**src/hdl/tir_pkg.sv**
```systemverilog
// Shared types and constants for the tachometer interval ring.
package tir_pkg;

   localparam int TICK_BITS        = 32;
   localparam int PULSE_COUNT_BITS = 19;
   localparam int CSR_INDEX_BITS   = 4;

   // Configuration register indexes.
   localparam logic [CSR_INDEX_BITS-1:0] CSR_MIN_INTERVAL = 4'd0;
   localparam logic [CSR_INDEX_BITS-1:0] CSR_DEBOUNCE     = 4'd1;

   // Sequencer states.
   typedef enum logic [3:0] {
      ST_IDLE,
      ST_P_DEB,
      ST_P_GAP,
      ST_P_INC,
      ST_P_SPAN,
      ST_R_GAP,
      ST_R_IDLE,
      ST_R_CHK,
      ST_R_SPAN,
      ST_R_ADD,
      ST_R_OUT
   } state_type;

   // Operation of the shared arithmetic unit.
   typedef enum logic {
      ALU_SUB,
      ALU_ADD
   } alu_op_type;

   // Compare flags of the shared unit, result against the compare operand.
   typedef struct packed {
      logic res_lt_c;
      logic res_gt_c;
   } alu_flags_type;

   // Configuration register values.
   typedef struct packed {
      logic [TICK_BITS-1:0] min_interval;
      logic [TICK_BITS-1:0] debounce;
   } cfg_type;

endpackage

```
**src/hdl/tir_slot_mem.sv**
```systemverilog
// Interval slot memory with one write port, one registered read port and reset valid bits.
module tir_slot_mem #(
   parameter int DEPTH     = 8,
   parameter int WIDTH     = 80,
   parameter int ADDR_BITS = 3
) (
   input  logic                 clock,
   input  logic                 reset,
   input  logic                 wr_en,
   input  logic [ADDR_BITS-1:0] wr_addr,
   input  logic [WIDTH-1:0]     wr_data,
   input  logic                 rd_en,
   input  logic [ADDR_BITS-1:0] rd_addr,
   output logic [WIDTH-1:0]     rd_data
);

   logic [WIDTH-1:0] mem [DEPTH];
   logic [DEPTH-1:0] valid_ff;
   logic [WIDTH-1:0] rd_data_ff;

   // Storage array, written without reset.
   always_ff @(posedge clock) begin
      if (wr_en) begin
         mem[wr_addr] <= wr_data;
      end
   end

   // One valid bit per entry; an entry never written reads as zero.
   always_ff @(posedge clock) begin
      if (reset) begin
         valid_ff <= '0;
      end else if (wr_en) begin
         valid_ff[wr_addr] <= 1'b1;
      end
   end

   // Registered read port.
   always_ff @(posedge clock) begin
      if (rd_en) begin
         rd_data_ff <= valid_ff[rd_addr] ? mem[rd_addr] : '0;
      end
   end

   assign rd_data = rd_data_ff;

endmodule

```
**src/hdl/tir_alu.sv**
```systemverilog
// Shared add/subtract unit with a compare against a third operand.
module tir_alu (
   input  tir_pkg::alu_op_type            op,
   input  logic [tir_pkg::TICK_BITS-1:0]  a,
   input  logic [tir_pkg::TICK_BITS-1:0]  b,
   input  logic [tir_pkg::TICK_BITS-1:0]  c,
   output logic [tir_pkg::TICK_BITS-1:0]  result,
   output tir_pkg::alu_flags_type         flags
);
   import tir_pkg::*;

   // Wrapping add or subtract, then an unsigned compare of the result.
   always_comb begin
      result = (op == ALU_ADD) ? (a + b) : (a - b);
      flags.res_lt_c = (result < c);
      flags.res_gt_c = (result > c);
   end

endmodule

```
**src/hdl/tir_seq.sv**
```systemverilog
// Sequencer and working registers for pulse counting and window reads.
module tir_seq #(
   parameter int SLOT_COUNT = 8,
   parameter int COUNT_BITS = 16,
   parameter int IDX_BITS   = 3,
   parameter int ENT_BITS   = 80
) (
   input  logic                                  clock,
   input  logic                                  reset,
   input  logic                                  req_valid,
   output logic                                  req_stall,
   input  logic                                  req_func,
   input  logic [tir_pkg::TICK_BITS-1:0]         req_sample_time,
   input  logic [tir_pkg::TICK_BITS-1:0]         req_window_request,
   output logic                                  rsp_valid,
   input  logic                                  rsp_stall,
   output logic [tir_pkg::PULSE_COUNT_BITS-1:0]  rsp_pulse_count,
   output logic [tir_pkg::TICK_BITS-1:0]         rsp_window_length,
   output logic [tir_pkg::TICK_BITS-1:0]         rsp_window_start,
   input  tir_pkg::cfg_type                      cfg,
   output logic                                  mem_rd_en,
   output logic [IDX_BITS-1:0]                   mem_rd_addr,
   input  logic [ENT_BITS-1:0]                   mem_rd_data,
   output logic                                  mem_wr_en,
   output logic [IDX_BITS-1:0]                   mem_wr_addr,
   output logic [ENT_BITS-1:0]                   mem_wr_data,
   output tir_pkg::alu_op_type                   alu_op,
   output logic [tir_pkg::TICK_BITS-1:0]         alu_a,
   output logic [tir_pkg::TICK_BITS-1:0]         alu_b,
   output logic [tir_pkg::TICK_BITS-1:0]         alu_c,
   input  logic [tir_pkg::TICK_BITS-1:0]         alu_result,
   input  tir_pkg::alu_flags_type                alu_flags
);
   import tir_pkg::*;

   localparam int N_BITS = $clog2(SLOT_COUNT + 1);
   localparam logic [IDX_BITS-1:0] LAST_IDX = IDX_BITS'(SLOT_COUNT - 1);

   state_type state_ff, state_in;

   // Control registers.
   logic [IDX_BITS-1:0] cur_slot_ff, cur_slot_in;
   logic                accepted_once_ff, accepted_once_in;
   logic                rsp_valid_ff, rsp_valid_in;

   // Item and working registers.
   logic                        func_ff, func_in;
   logic [TICK_BITS-1:0]        now_ff, now_in;
   logic [TICK_BITS-1:0]        want_ff, want_in;
   logic [TICK_BITS-1:0]        last_accept_ff, last_accept_in;
   logic [COUNT_BITS-1:0]       cnt_ff, cnt_in;
   logic [TICK_BITS-1:0]        start_ff, start_in;
   logic [TICK_BITS-1:0]        end_ff, end_in;
   logic [TICK_BITS-1:0]        gap_ff, gap_in;
   logic [TICK_BITS-1:0]        span_ff, span_in;
   logic [TICK_BITS-1:0]        len_ff, len_in;
   logic [TICK_BITS-1:0]        first_ff, first_in;
   logic [PULSE_COUNT_BITS-1:0] sum_ff, sum_in;
   logic [N_BITS-1:0]           n_ff, n_in;
   logic [IDX_BITS-1:0]         idx_ff, idx_in;

   // Output registers.
   logic [PULSE_COUNT_BITS-1:0] rsp_count_ff, rsp_count_in;
   logic [TICK_BITS-1:0]        rsp_len_ff, rsp_len_in;
   logic [TICK_BITS-1:0]        rsp_start_ff, rsp_start_in;

   // Fields of the entry last read from the slot memory.
   logic [COUNT_BITS-1:0] rd_count;
   logic [TICK_BITS-1:0]  rd_start;
   logic [TICK_BITS-1:0]  rd_end;
   logic [TICK_BITS-1:0]  rd_count_wide;
   logic [COUNT_BITS-1:0] cnt_sat;
   logic [IDX_BITS-1:0]   next_slot;
   logic [IDX_BITS-1:0]   prev_idx;
   logic                  accept;
   logic                  drop;
   logic                  rsp_free;

   assign rd_count      = mem_rd_data[ENT_BITS-1:2*TICK_BITS];
   assign rd_start      = mem_rd_data[2*TICK_BITS-1:TICK_BITS];
   assign rd_end        = mem_rd_data[TICK_BITS-1:0];
   assign rd_count_wide = TICK_BITS'(rd_count);
   assign cnt_sat       = (cnt_ff == '1) ? cnt_ff : cnt_ff + 1'b1;
   assign next_slot     = (cur_slot_ff == LAST_IDX) ? '0 : cur_slot_ff + 1'b1;
   assign prev_idx      = (idx_ff == '0) ? LAST_IDX : idx_ff - 1'b1;
   assign accept        = req_valid && (state_ff == ST_IDLE);
   assign drop          = (cfg.debounce != '0) && accepted_once_ff && alu_flags.res_lt_c;
   assign rsp_free      = !rsp_valid_ff || !rsp_stall;

   // Next-state logic.
   always_comb begin
      state_in = state_ff;
      unique case (state_ff)
         ST_IDLE: begin
            if (accept) begin
               state_in = req_func ? ST_R_GAP : ST_P_DEB;
            end
         end
         ST_P_DEB:  state_in = drop ? ST_IDLE : ST_P_GAP;
         ST_P_GAP:  state_in = ST_P_INC;
         ST_P_INC:  state_in = ST_P_SPAN;
         ST_P_SPAN: state_in = ST_IDLE;
         ST_R_GAP:  state_in = alu_flags.res_gt_c ? ST_R_OUT : ST_R_IDLE;
         ST_R_IDLE: state_in = ST_R_CHK;
         ST_R_CHK: begin
            state_in = ((n_ff != '0) && alu_flags.res_lt_c) ? ST_R_SPAN : ST_R_OUT;
         end
         ST_R_SPAN: state_in = ST_R_ADD;
         ST_R_ADD:  state_in = ST_R_CHK;
         ST_R_OUT: begin
            if (rsp_free) begin
               state_in = ST_IDLE;
            end
         end
         default:   state_in = ST_IDLE;
      endcase
   end

   // Datapath and output control for each state.
   always_comb begin
      cur_slot_in      = cur_slot_ff;
      accepted_once_in = accepted_once_ff;
      rsp_valid_in     = rsp_valid_ff && rsp_stall;
      func_in          = func_ff;
      now_in           = now_ff;
      want_in          = want_ff;
      last_accept_in   = last_accept_ff;
      cnt_in           = cnt_ff;
      start_in         = start_ff;
      end_in           = end_ff;
      gap_in           = gap_ff;
      span_in          = span_ff;
      len_in           = len_ff;
      first_in         = first_ff;
      sum_in           = sum_ff;
      n_in             = n_ff;
      idx_in           = idx_ff;
      rsp_count_in     = rsp_count_ff;
      rsp_len_in       = rsp_len_ff;
      rsp_start_in     = rsp_start_ff;
      mem_rd_en        = 1'b0;
      mem_rd_addr      = cur_slot_ff;
      mem_wr_en        = 1'b0;
      mem_wr_addr      = cur_slot_ff;
      mem_wr_data      = {cnt_ff, start_ff, end_ff};
      alu_op           = ALU_SUB;
      alu_a            = '0;
      alu_b            = '0;
      alu_c            = '0;

      unique case (state_ff)
         ST_IDLE: begin
            // Take the item and fetch the current interval.
            if (accept) begin
               func_in   = req_func;
               now_in    = req_sample_time;
               want_in   = req_window_request;
               mem_rd_en = 1'b1;
            end
         end
         ST_P_DEB: begin
            // Debounce against the last accepted pulse.
            alu_a    = now_ff;
            alu_b    = last_accept_ff;
            alu_c    = cfg.debounce;
            cnt_in   = rd_count;
            start_in = rd_start;
            end_in   = rd_end;
            if (!drop) begin
               last_accept_in   = now_ff;
               accepted_once_in = 1'b1;
            end
         end
         ST_P_GAP: begin
            // A long gap after a non-empty interval opens a fresh one.
            alu_a = now_ff;
            alu_b = end_ff;
            alu_c = cfg.min_interval;
            if (alu_flags.res_gt_c && (cnt_ff != '0)) begin
               mem_wr_en   = 1'b1;
               mem_wr_addr = next_slot;
               mem_wr_data = {COUNT_BITS'(0), end_ff, end_ff};
               cur_slot_in = next_slot;
               cnt_in      = '0;
               start_in    = end_ff;
            end
         end
         ST_P_INC: begin
            // Count the pulse and move the interval end.
            mem_wr_en   = 1'b1;
            mem_wr_data = {cnt_sat, start_ff, now_ff};
            cnt_in      = cnt_sat;
            end_in      = now_ff;
         end
         ST_P_SPAN: begin
            // Close the interval once its span exceeds the minimum.
            alu_a = end_ff;
            alu_b = start_ff;
            alu_c = cfg.min_interval;
            if (alu_flags.res_gt_c) begin
               mem_wr_en   = 1'b1;
               mem_wr_addr = next_slot;
               mem_wr_data = {COUNT_BITS'(0), end_ff, end_ff};
               cur_slot_in = next_slot;
            end
         end
         ST_R_GAP: begin
            // Gap since the newest end; a gap beyond the window is an idle read.
            alu_a  = now_ff;
            alu_b  = rd_end;
            alu_c  = want_ff;
            gap_in = alu_result;
            idx_in = cur_slot_ff;
            if (alu_flags.res_gt_c) begin
               sum_in   = '0;
               len_in   = alu_result;
               first_in = rd_end;
            end
         end
         ST_R_IDLE: begin
            // A gap longer than the minimum counts toward the window.
            alu_a    = gap_ff;
            alu_c    = cfg.min_interval;
            len_in   = alu_flags.res_gt_c ? gap_ff : '0;
            sum_in   = '0;
            first_in = '0;
            n_in     = N_BITS'(SLOT_COUNT);
         end
         ST_R_CHK: begin
            // Is the window still short of the request?
            alu_a = len_ff;
            alu_c = want_ff;
         end
         ST_R_SPAN: begin
            // Span of this interval; its count joins the sum.
            alu_a    = rd_end;
            alu_b    = rd_start;
            span_in  = alu_result;
            sum_in   = sum_ff + rd_count_wide[PULSE_COUNT_BITS-1:0];
            first_in = rd_start;
         end
         ST_R_ADD: begin
            // Add the span and fetch the next older interval.
            alu_op      = ALU_ADD;
            alu_a       = len_ff;
            alu_b       = span_ff;
            len_in      = alu_result;
            n_in        = n_ff - 1'b1;
            idx_in      = prev_idx;
            mem_rd_en   = 1'b1;
            mem_rd_addr = prev_idx;
         end
         ST_R_OUT: begin
            // Hand the result item to the output register when it is free.
            if (rsp_free) begin
               rsp_valid_in = 1'b1;
               rsp_count_in = sum_ff;
               rsp_len_in   = len_ff;
               rsp_start_in = first_ff;
            end
         end
         default: begin
         end
      endcase
   end

   // Control registers.
   always_ff @(posedge clock) begin
      if (reset) begin
         state_ff         <= ST_IDLE;
         cur_slot_ff      <= '0;
         accepted_once_ff <= 1'b0;
         rsp_valid_ff     <= 1'b0;
      end else begin
         state_ff         <= state_in;
         cur_slot_ff      <= cur_slot_in;
         accepted_once_ff <= accepted_once_in;
         rsp_valid_ff     <= rsp_valid_in;
      end
   end

   // Payload registers.
   always_ff @(posedge clock) begin
      func_ff        <= func_in;
      now_ff         <= now_in;
      want_ff        <= want_in;
      last_accept_ff <= last_accept_in;
      cnt_ff         <= cnt_in;
      start_ff       <= start_in;
      end_ff         <= end_in;
      gap_ff         <= gap_in;
      span_ff        <= span_in;
      len_ff         <= len_in;
      first_ff       <= first_in;
      sum_ff         <= sum_in;
      n_ff           <= n_in;
      idx_ff         <= idx_in;
      rsp_count_ff   <= rsp_count_in;
      rsp_len_ff     <= rsp_len_in;
      rsp_start_ff   <= rsp_start_in;
   end

   assign req_stall         = (state_ff != ST_IDLE);
   assign rsp_valid         = rsp_valid_ff;
   assign rsp_pulse_count   = rsp_count_ff;
   assign rsp_window_length = rsp_len_ff;
   assign rsp_window_start  = rsp_start_ff;

   // A new result item only ever comes out of the output state of a read.
   assert property (@(posedge clock) disable iff (reset)
      $rose(rsp_valid_ff) |-> $past(state_ff == ST_R_OUT) && $past(func_ff))
      else $error("result item raised outside a read");

   // Only the pulse path writes the slot memory.
   assert property (@(posedge clock) disable iff (reset)
      mem_wr_en |-> (state_ff == ST_P_GAP) || (state_ff == ST_P_INC) ||
                    (state_ff == ST_P_SPAN))
      else $error("slot memory written outside the pulse path");

   // The walk never visits more intervals than the ring holds.
   assert property (@(posedge clock) disable iff (reset)
      (state_ff == ST_R_SPAN) |-> (n_ff != '0) && (n_ff <= N_BITS'(SLOT_COUNT)))
      else $error("interval walk ran past the ring");

   // A read and a write of the slot memory never share a cycle.
   assert property (@(posedge clock) disable iff (reset)
      !(mem_rd_en && mem_wr_en))
      else $error("slot memory read and write collide");

endmodule

```
**src/hdl/tachometer_interval_ring.sv**
```systemverilog
// Top level of the tachometer interval ring: configuration registers and unit wiring.
//
// Use: each input item on req_* is either a pulse event (func 0) stamped with
// the free-running timer value, or a read request (func 1) giving a look-back
// window. A pulse updates the ring of SLOT_COUNT intervals and returns nothing.
// A read returns one result item on rsp_*: summed count, covered length and
// start tick of the oldest interval used.
// Timing: one shared 32-bit add/subtract-and-compare unit does one operation
// per cycle, so an item holds the input channel for its whole run. A pulse
// runs the debounce, gap, count and span steps, ending after the debounce step
// when debounced away. A read checks the gap to the newest interval and, unless
// the gap is idle, walks k <= SLOT_COUNT intervals, three unit operations per interval.
// req_stall is high while an item is at work. A finished result sits in an
// output register, so the next item is accepted while rsp_stall holds it; a
// further read then waits in its last state until the register empties.
// Reset (synchronous, active high) clears the ring through per-slot valid bits,
// the current slot and debounce history, and restores the configuration
// registers; csr_ready is always high and unknown indexes are ignored.
module tachometer_interval_ring #(
   parameter int SLOT_COUNT = 8,
   parameter int COUNT_BITS = 16
) (
   input  logic                                  clock,
   input  logic                                  reset,
   input  logic                                  req_valid,
   output logic                                  req_stall,
   input  logic                                  req_func,
   input  logic [tir_pkg::TICK_BITS-1:0]         req_sample_time,
   input  logic [tir_pkg::TICK_BITS-1:0]         req_window_request,
   output logic                                  rsp_valid,
   input  logic                                  rsp_stall,
   output logic [tir_pkg::PULSE_COUNT_BITS-1:0]  rsp_pulse_count,
   output logic [tir_pkg::TICK_BITS-1:0]         rsp_window_length,
   output logic [tir_pkg::TICK_BITS-1:0]         rsp_window_start,
   input  logic                                  csr_valid,
   output logic                                  csr_ready,
   input  logic [tir_pkg::CSR_INDEX_BITS-1:0]    csr_index,
   input  logic [tir_pkg::TICK_BITS-1:0]         csr_data
);
   import tir_pkg::*;

   localparam int IDX_BITS = (SLOT_COUNT > 1) ? $clog2(SLOT_COUNT) : 1;
   localparam int ENT_BITS = COUNT_BITS + 2 * TICK_BITS;

   cfg_type cfg_ff;

   logic                  mem_rd_en;
   logic [IDX_BITS-1:0]   mem_rd_addr;
   logic [ENT_BITS-1:0]   mem_rd_data;
   logic                  mem_wr_en;
   logic [IDX_BITS-1:0]   mem_wr_addr;
   logic [ENT_BITS-1:0]   mem_wr_data;
   alu_op_type            alu_op;
   logic [TICK_BITS-1:0]  alu_a;
   logic [TICK_BITS-1:0]  alu_b;
   logic [TICK_BITS-1:0]  alu_c;
   logic [TICK_BITS-1:0]  alu_result;
   alu_flags_type         alu_flags;

   assign csr_ready = 1'b1;

   // Configuration registers.
   always_ff @(posedge clock) begin
      if (reset) begin
         cfg_ff.min_interval <= TICK_BITS'(1000);
         cfg_ff.debounce     <= '0;
      end else if (csr_valid && csr_ready) begin
         unique case (csr_index)
            CSR_MIN_INTERVAL: cfg_ff.min_interval <= csr_data;
            CSR_DEBOUNCE:     cfg_ff.debounce     <= csr_data;
            default: begin
            end
         endcase
      end
   end

   tir_slot_mem #(
      .DEPTH     (SLOT_COUNT),
      .WIDTH     (ENT_BITS),
      .ADDR_BITS (IDX_BITS)
   ) u_mem (
      .clock   (clock),
      .reset   (reset),
      .wr_en   (mem_wr_en),
      .wr_addr (mem_wr_addr),
      .wr_data (mem_wr_data),
      .rd_en   (mem_rd_en),
      .rd_addr (mem_rd_addr),
      .rd_data (mem_rd_data)
   );

   tir_alu u_alu (
      .op     (alu_op),
      .a      (alu_a),
      .b      (alu_b),
      .c      (alu_c),
      .result (alu_result),
      .flags  (alu_flags)
   );

   tir_seq #(
      .SLOT_COUNT (SLOT_COUNT),
      .COUNT_BITS (COUNT_BITS),
      .IDX_BITS   (IDX_BITS),
      .ENT_BITS   (ENT_BITS)
   ) u_seq (
      .clock              (clock),
      .reset              (reset),
      .req_valid          (req_valid),
      .req_stall          (req_stall),
      .req_func           (req_func),
      .req_sample_time    (req_sample_time),
      .req_window_request (req_window_request),
      .rsp_valid          (rsp_valid),
      .rsp_stall          (rsp_stall),
      .rsp_pulse_count    (rsp_pulse_count),
      .rsp_window_length  (rsp_window_length),
      .rsp_window_start   (rsp_window_start),
      .cfg                (cfg_ff),
      .mem_rd_en          (mem_rd_en),
      .mem_rd_addr        (mem_rd_addr),
      .mem_rd_data        (mem_rd_data),
      .mem_wr_en          (mem_wr_en),
      .mem_wr_addr        (mem_wr_addr),
      .mem_wr_data        (mem_wr_data),
      .alu_op             (alu_op),
      .alu_a              (alu_a),
      .alu_b              (alu_b),
      .alu_c              (alu_c),
      .alu_result         (alu_result),
      .alu_flags          (alu_flags)
   );

endmodule
```
**config.mk**
```make
export PLATFORM = sky130hd
export DESIGN_NAME = tachometer_interval_ring
export DESIGN_NICKNAME = d
export VERILOG_FILES = /design/src/hdl/tir_pkg.sv /design/src/hdl/tir_slot_mem.sv /design/src/hdl/tir_alu.sv /design/src/hdl/tir_seq.sv /design/src/hdl/tachometer_interval_ring.sv
export SDC_FILE = /design/constraint.sdc
export NUM_CORES = 2
export LEC_CHECK = 0
export ABC_AREA = 1
export BUFFER_PORTS_ARGS = -buffer_cell sky130_fd_sc_hd__buf_2
export CAP_MARGIN = 0
export CORE_MARGIN = 2
export CORE_UTILIZATION = 55
export DETAILED_ROUTE_END_ITERATION = 8
export HOLD_SLACK_MARGIN = 0.06
export PLACE_DENSITY = 0.77
export RECOVER_POWER = 25
export SETUP_SLACK_MARGIN = 0.5
export SLEW_MARGIN = 20
export SYNTH_ARGS = -nofsm -noshare
export SYNTH_HDL_FRONTEND = slang
export SYNTH_SLANG_ARGS = --single-unit
```
**constraint.sdc**
```tcl
create_clock -name clock -period 30.5 [get_ports clock]
set_input_delay 6.1 -clock clock [delete_from_list [all_inputs] [get_ports clock]]
set_output_delay 6.1 -clock clock [all_outputs]
set_load 0.1 [all_outputs]
```
### After elaboration in Yosys (flattened, before gate mapping)

Memories as Yosys holds them, arrays and structs flattened. A register that Yosys moved wholly into a read port is not among the register bits.
Index checks and enable logic that the tools add are counted.
W data, S select, Z words.

| storage, ports and cells | value |
|---|---|
| bits in registers | 494 |
| bits in latches | 0 |
| RAM bits | 640 |
| memory bits (read-only) | 0 |
| input port bits | 106 |
| output and inout bits | 86 |
| word-level logic and storage cells | 144 |
| memories kept | 1 |

Memory list:

| memory | words | bits a word | read ports | clocked after memory_dff | wr ports | line | source |
|---|---|---|---|---|---|---|---|
| u_mem.mem | 8 | 80 | 1 | 1 | 1 | tir_slot_mem.sv:17 | `logic [WIDTH-1:0] mem [DEPTH];` |

| operators by class | value |
|---|---|
| add/subtract/negate cells | 7 |
| multipliers | 0 |
| divide/modulo/power cells | 0 |
| magnitude comparators | 5 |
| eq/ne operators | 17 |
| shift-type cells | 0 |
| multiplexer cells | 49 |
| bitwise logic cells | 2 |
| reduce and logical (&&, ||, !) cells | 40 |

Operators by type and width:

| cell | count |
|---|---|
| $pmux W32 S3 | 3 |
| $pmux W80 S3 | 1 |
| $pmux W32 S6 | 1 |
| $mux W32 | 5 |
| $mux W80 | 2 |
| $pmux W32 S5 | 1 |
| $pmux W32 S2 | 2 |
| $pmux W19 S3 | 1 |
| $pmux W16 S3 | 1 |
| $pmux W4 S9 | 1 |
| $add A32 B32 Y32 | 1 |
| $gt A32 B32 Y1 | 1 |
| $lt A32 B32 Y1 | 1 |
| $mux W16 | 2 |
| $reduce_bool A32 Y1 | 1 |
| $sub A32 B32 Y32 | 1 |
| $reduce_and A2 Y1 | 10 |
| $add A19 B16 Y19 | 1 |
| $mux W19 | 1 |
| $mux W3 | 6 |
| $add A16 B1 Y16 const B | 1 |
| $eq A16 B16 Y1 const B | 1 |
| $eq A4 B3 Y1 const B | 4 |
| $reduce_bool A16 Y1 | 1 |
| other kinds (31) | 70 |

### Logic depth before layout (Yosys ltp)

| logic depth | value |
|---|---|
| word-level depth | 14 |
| depth in mapped cells | 45 |
| depth with buffers taken out | 43 |

### Modules after synthesis

A second synthesis with hierarchy kept.

| second synthesis, totals | value |
|---|---|
| cell total of the unflattened synthesis | 6,474 |
| area, all modules | 59,323.1 um2 |

By module, submodules not included:

| module | times used | cells each | area each (um2) | sequential area each (um2) |
|---|---|---|---|---|
| tir_slot_mem | 1 | 3,083 | 31,426.4 | 21,780.9 |
| tir_seq | 1 | 2,094 | 20,649.8 | 12,582.1 |
| tir_alu | 1 | 791 | 4,082.7 | 0.0 |
| tachometer_interval_ring | 1 | 506 | 3,164.3 | 1,281.2 |

### Least setup slack after synthesis

OpenSTA, ideal clock, no wires.

| timing path | value |
|---|---|
| kind | input to register |
| from | in req_valid |
| to | reg u_mem.rd_data_ff[0], in the netlist u_mem.rd_data[0], read port of u_mem.mem (enable) |
| library setup time | 0.629 ns |
| arrival time | 11.755 ns |
| data required time | 29.871 ns |
| path slack | 18.116 ns |
| stages on the path | 2 |
| buffers on the path | 0 |
| cells stage by stage | inv_1 -> o21ai_0 |

| between the ends | value |
|---|---|
| cells in the longest elaborated chain, start to end | 3 |

RTL lines:

| item | line | source |
|---|---|---|
| start: declaration | tachometer_interval_ring.sv:25 | `input logic req_valid,` |
| $logic_and A1 B1 Y1 | tir_seq.sv:86 | `assign accept = req_valid && (state_ff == ST_IDLE);` |
| $mux W1 | tir_seq.sv:154 | `if (accept) begin` |
| $pmux W1 S2 | tir_seq.sv:151 | `unique case (state_ff)` |
| named net mem_rd_en | tachometer_interval_ring.sv:47 | `logic mem_rd_en;` |
| end: declaration | tir_slot_mem.sv:19 | `logic [WIDTH-1:0] rd_data_ff;` |

The timed path passes the listed nets, and every way through them passes these cells.
A chain may end at the register's enable or synchronous reset.

### Final worst setup path

| timing path | value |
|---|---|
| from | reg u_seq.state_ff[0] |
| to | mem u_mem.mem[4][27] (enable) |

| between the ends | value |
|---|---|
| cells in the longest elaborated chain, start to end | 11 |
| elaborated cells between the ends (all ways) | 30 |
| classes of those cells | add/sub (2); order compare (1); eq/ne (9); mux (13); reduce/logical (5) |

RTL lines:

| item | line | source |
|---|---|---|
| start: declaration | tir_seq.sv:39 | `state_type state_ff, state_in;` |
| start signal: assignment | tir_seq.sv:275 | `state_ff <= state_in;` |
| $eq A4 B1 Y1 (tied with other cells) | tir_seq.sv:151 |  |
| $reduce_or A3 Y1 (no source line) or $reduce_or A2 Y1 (tied branches) | - |  |
| $pmux W32 S5 | tir_seq.sv:151 |  |
| $sub A32 B32 Y32 or $add A32 B32 Y32 (tied branches) | tir_alu.sv:14 | `result = (op == ALU_ADD) ? (a + b) : (a - b);` |
| $mux W32 (*) | tir_alu.sv:14 |  |
| named net alu_result[30] | tachometer_interval_ring.sv:57 | `logic [TICK_BITS-1:0] alu_result;` |
| $gt A32 B32 Y1 (*) | tir_alu.sv:16 | `flags.res_gt_c = (result > c);` |
| $logic_and A1 B1 Y1 | tir_seq.sv:179 | `if (alu_flags.res_gt_c && (cnt_ff != '0)) begin` |
| $mux W1 | tir_seq.sv:179 |  |
| $pmux W1 S3 | tir_seq.sv:151 |  |
| $mux W1 | tir_slot_mem.sv:23 | `if (wr_en) begin` |
| $mux W1 (not written as such) | tir_slot_mem.sv:24 | `mem[wr_addr] <= wr_data;` |
| end: declaration | tir_slot_mem.sv:17 |  |

Mark *: on every way through the listed nets, which the timed path passes. The rest lies on a longest branch.

==> results.json <==
{
  "status": "finished, violations left",
  "violations": "max-capacitance violations, max-slew violations",
  "root_buffer": "clkbuf_16",
  "rsz0062_at_grt": "no",
  "final_antenna_net_count": 0,
  "yosysSeqAreaShare_pct": 67.0,
  "final_common_cell": "edfxtp_1",
  "synthFlopType": "edfxtp_1",
  "io_pins": 192,
  "period_share_pct": 43.5,
  "crit_path_start": "u_seq.state_ff[0]$_SDFFE_PP0P_",
  "syn_nets": 5110,
  "path_clk_slew_ns": 0.06,
  "startpoint_type": "register",
  "synth_area_mm2": 0.0532,
  "wirelength_mm": 148,
  "die_area_mm2": 0.0993,
  "grt_pass1_wl_mm": 222,
  "timing.rr.end": "u_mem.mem[4][27]$_DFFE_PP_",
  "worst-r2r-cell-count": 38,
  "start_util_pct": 55.3,
  "hp-class": "register to register",
  "cts_tree": "built",
  "final_cells": 6410,
  "hold_viol": 0,
  "critPathKind": "register to register",
  "synth-async-reset-ratio_pct": 0,
  "cts_resized": 0,
  "final_layout_size_suffix_gt1_share_pct": 9.24,
  "fillCellCount": 7362,
  "viasPerCell": 6.11,
  "relSlewSlack_pct": -184,
  "hold_slack_ns": 0.420,
  "synth_warnings": 0,
  "portBuffers": 190,
  "vias": 39200,
  "required_ns": 30.81,
  "place_inst": 6194,
  "clock_latency_ns": 0.72,
  "grt_usage_pct": 29.4,
  "post_synth_num_cell_types": 52,
  "drv_cap": 13,
  "netlist_instances": 4915,
  "dp_hpwl_mm": 94.5,
  "skew_ns": 0.0356,
  "layout_common_cells": "1133 x edfxtp_1, 1116 x nand2_1, 729 x nor2_1, 367 x o21ai_0, 294 x inv_1",
  "worst-path-buf-inv": 8,
  "gp_congestion": 0.996,
  "grt_max_degree": 111,
  "hp-start": "u_seq.first_ff[16]$_DFFE_PP_",
  "crit_path_end_kind": "register",
  "rows": 114,
  "syn_area_per_cell_um2": 10.8,
  "die_x_um": 315,
  "r2r-start": "u_seq.state_ff[0]$_SDFFE_PP0P_",
  "clock-sinks": 1214,
  "cpMostUsedCell": "nand2_1",
  "crit_family": "buffers and inverters",
  "cp.arrival_ns": 13.58,
  "cts_buffers": 112,
  "dr.pass1.iters": 6,
  "cp_slowest_cell": "clkbuf_1",
  "synthToLayoutAreaGrowth_pct": 11.2,
  "fin_nets": 5230,
  "setup_viol": 0,
  "hold_buffers": 0,
  "antenna_found_initial": 11,
  "htreeDepth": 3,
  "detail_route.wl_per_cell_um": 23.2,
  "first_global_vias": 37300,
  "r2r_slack_ns": 17.24,
  "synth_edf_count": 1133,
  "endpoint": "u_mem.mem[4][27]$_DFFE_PP_",
  "path_max_fanout": 63,
  "grt_overflow": 0,
  "drc": 0,
  "setup-tns-final_ns": 0,
  "core_mm2": 0.0963,
  "period_needed_ns": 13.26,
  "max_freq_ghz": 0.0754,
  "tightest_slew_ns": 4.21,
  "final_util_pct": 61.5,
  "die_y_um": 315,
  "cts_setup_buffers": 0,
  "cts_buffer_depth": 3,
  "ys_seq_elements": 1214,
  "path_depth": 38,
  "drtIter0Drc": 5552,
  "slew_viol_final": 585,
  "slowest_delay_ns": 2.54
}
## synth_stat cells, types with 2 or more instances
master | n | area, µm²
and2_1 | 5 | 31.3
buf_2 | 31 | 155
nor4_1 | 11 | 68.8
nor2_1 | 737 | 2770
a22oi_1 | 17 | 128
nand2_1 | 1118 | 4200
dfxtp_1 | 81 | 1620
o21bai_1 | 4 | 30.0
clkbuf_1 | 194 | 728
buf_1 | 20 | 75.1
inv_1 | 301 | 1130
o21ai_0 | 374 | 1870
a31oi_1 | 3 | 18.8
edfxtp_1 | 1133 | 34000
a21oi_1 | 143 | 716
ha_1 | 87 | 1090
a21o_1 | 10 | 75.1
fa_1 | 2 | 40.0
o21a_1 | 2 | 15.0
o21ai_2 | 2 | 17.5
buf_4 | 2 | 15.0
nor3_1 | 24 | 120
xnor2_1 | 17 | 149
xor2_1 | 41 | 359
nand4_1 | 56 | 350
nand3b_1 | 4 | 30.0
o31ai_1 | 3 | 22.5
nor2_2 | 3 | 18.8
o32ai_1 | 160 | 1400
o211ai_1 | 34 | 255
o21ai_1 | 38 | 190
o22ai_1 | 14 | 87.6
a221oi_1 | 35 | 307
inv_2 | 29 | 109
a21boi_0 | 6 | 45.0
nand3_1 | 146 | 731
a211oi_1 | 2 | 15.0
o2111ai_1 | 12 | 105
## metrics by stage
step                setup WS [ns]  area [µm²]
finish                      17.24       59200
global route                16.46       59200
CTS                         20.55       59200
detailed placement          20.64       55400
global placement            20.81       55400
floorplan                   18.12       53200
## worst min-delay path by stage
| stage | depth (start not counted) | end | slack, ns |
|---|---|---|---|
| CTS | 0 | u_seq.rsp_window_start[16]$_DFFE_PP_ | 0.42 |
| floorplan | 0 | u_seq.rsp_window_start[0]$_DFFE_PP_ | 0.40 |
| detailed placement | 0 | u_seq.rsp_window_start[16]$_DFFE_PP_ | 0.41 |
| global route | 0 | u_seq.rsp_window_start[16]$_DFFE_PP_ | 0.43 |
| global placement | 0 | u_seq.rsp_window_start[8]$_DFFE_PP_ | 0.40 |
| finish | 0 | u_seq.rsp_window_start[16]$_DFFE_PP_ | 0.42 |
## sequential cells by signal, indices dropped and copies added (netlist names), 8 cells and up
signal,flops
u_seq.rsp_window_length,32
u_seq.last_accept_ff,32
u_seq.first_ff,32
u_seq.sum_ff,19
u_seq.want_ff,32
u_seq.rsp_pulse_count,19
u_seq.cnt_ff,16
u_seq.gap_ff,32
u_seq.rsp_window_start,32
u_mem.rd_data,80
cfg_ff,64
u_mem.valid_ff,8
u_seq.start_ff,32
u_mem.mem,640
u_seq.span_ff,32
u_seq.len_ff,32
u_seq.now_ff,32
u_seq.end_ff,32
## worst register-to-register path, delay by kind of cell, from the launching register on
family                     cells  cell delay (ns)
and+or+nand+nor               23             5.09
adders and majority gates      2             0.65
xor gates and xnor gates       1             0.22
AOI/OAI and AO/OA              4             0.99
DFF                            1             0.35
buffers and inverters          8             5.53
## kinds of logic (layout without fill, tap and decap cells)
group                    after synthesis  count (layout)  synth area share [%]
XOR/XNOR                              58              58                 0.954
AO/OA/AOI/OAI                        864             864                  10.1
adder cells (fa/ha/maj)               89              89                  2.12
AND/OR/NAND/NOR                     2110            2110                  15.7
flip-flops                          1214            1214                  67.0
other                                  1               7               0.00705
buffers and inverters                579             792                  4.18
## layout make-up
cell class,instances,area [µm²],share of cell area (%)
diodes,6,15.0,0.0254
clock buffers,144,2980,5.04
clock inverters,63,785,1.33
inverters,331,1260,2.13
multi-input cells,3122,15500,26.1
flip-flops and latches,1214,35600,60.2
well taps,1276,1600,2.70
repair buffers,254,1430,2.41
## per-layer routing
layer / wire length (µm) / track usage, % / vias up
met3: 14200 / 4.99 / 508
met2: 69600 / 47.2 / 2410
met1: 55200 / 38.4 / 18700
met5: 69 / 0 / -
met4: 9350 / 16.1 / 10
li1: - / - / 17500
Power is left out: the tool's default activity adds up to more than one toggle a clock period on the data nets, which glitch-free logic cannot reach.
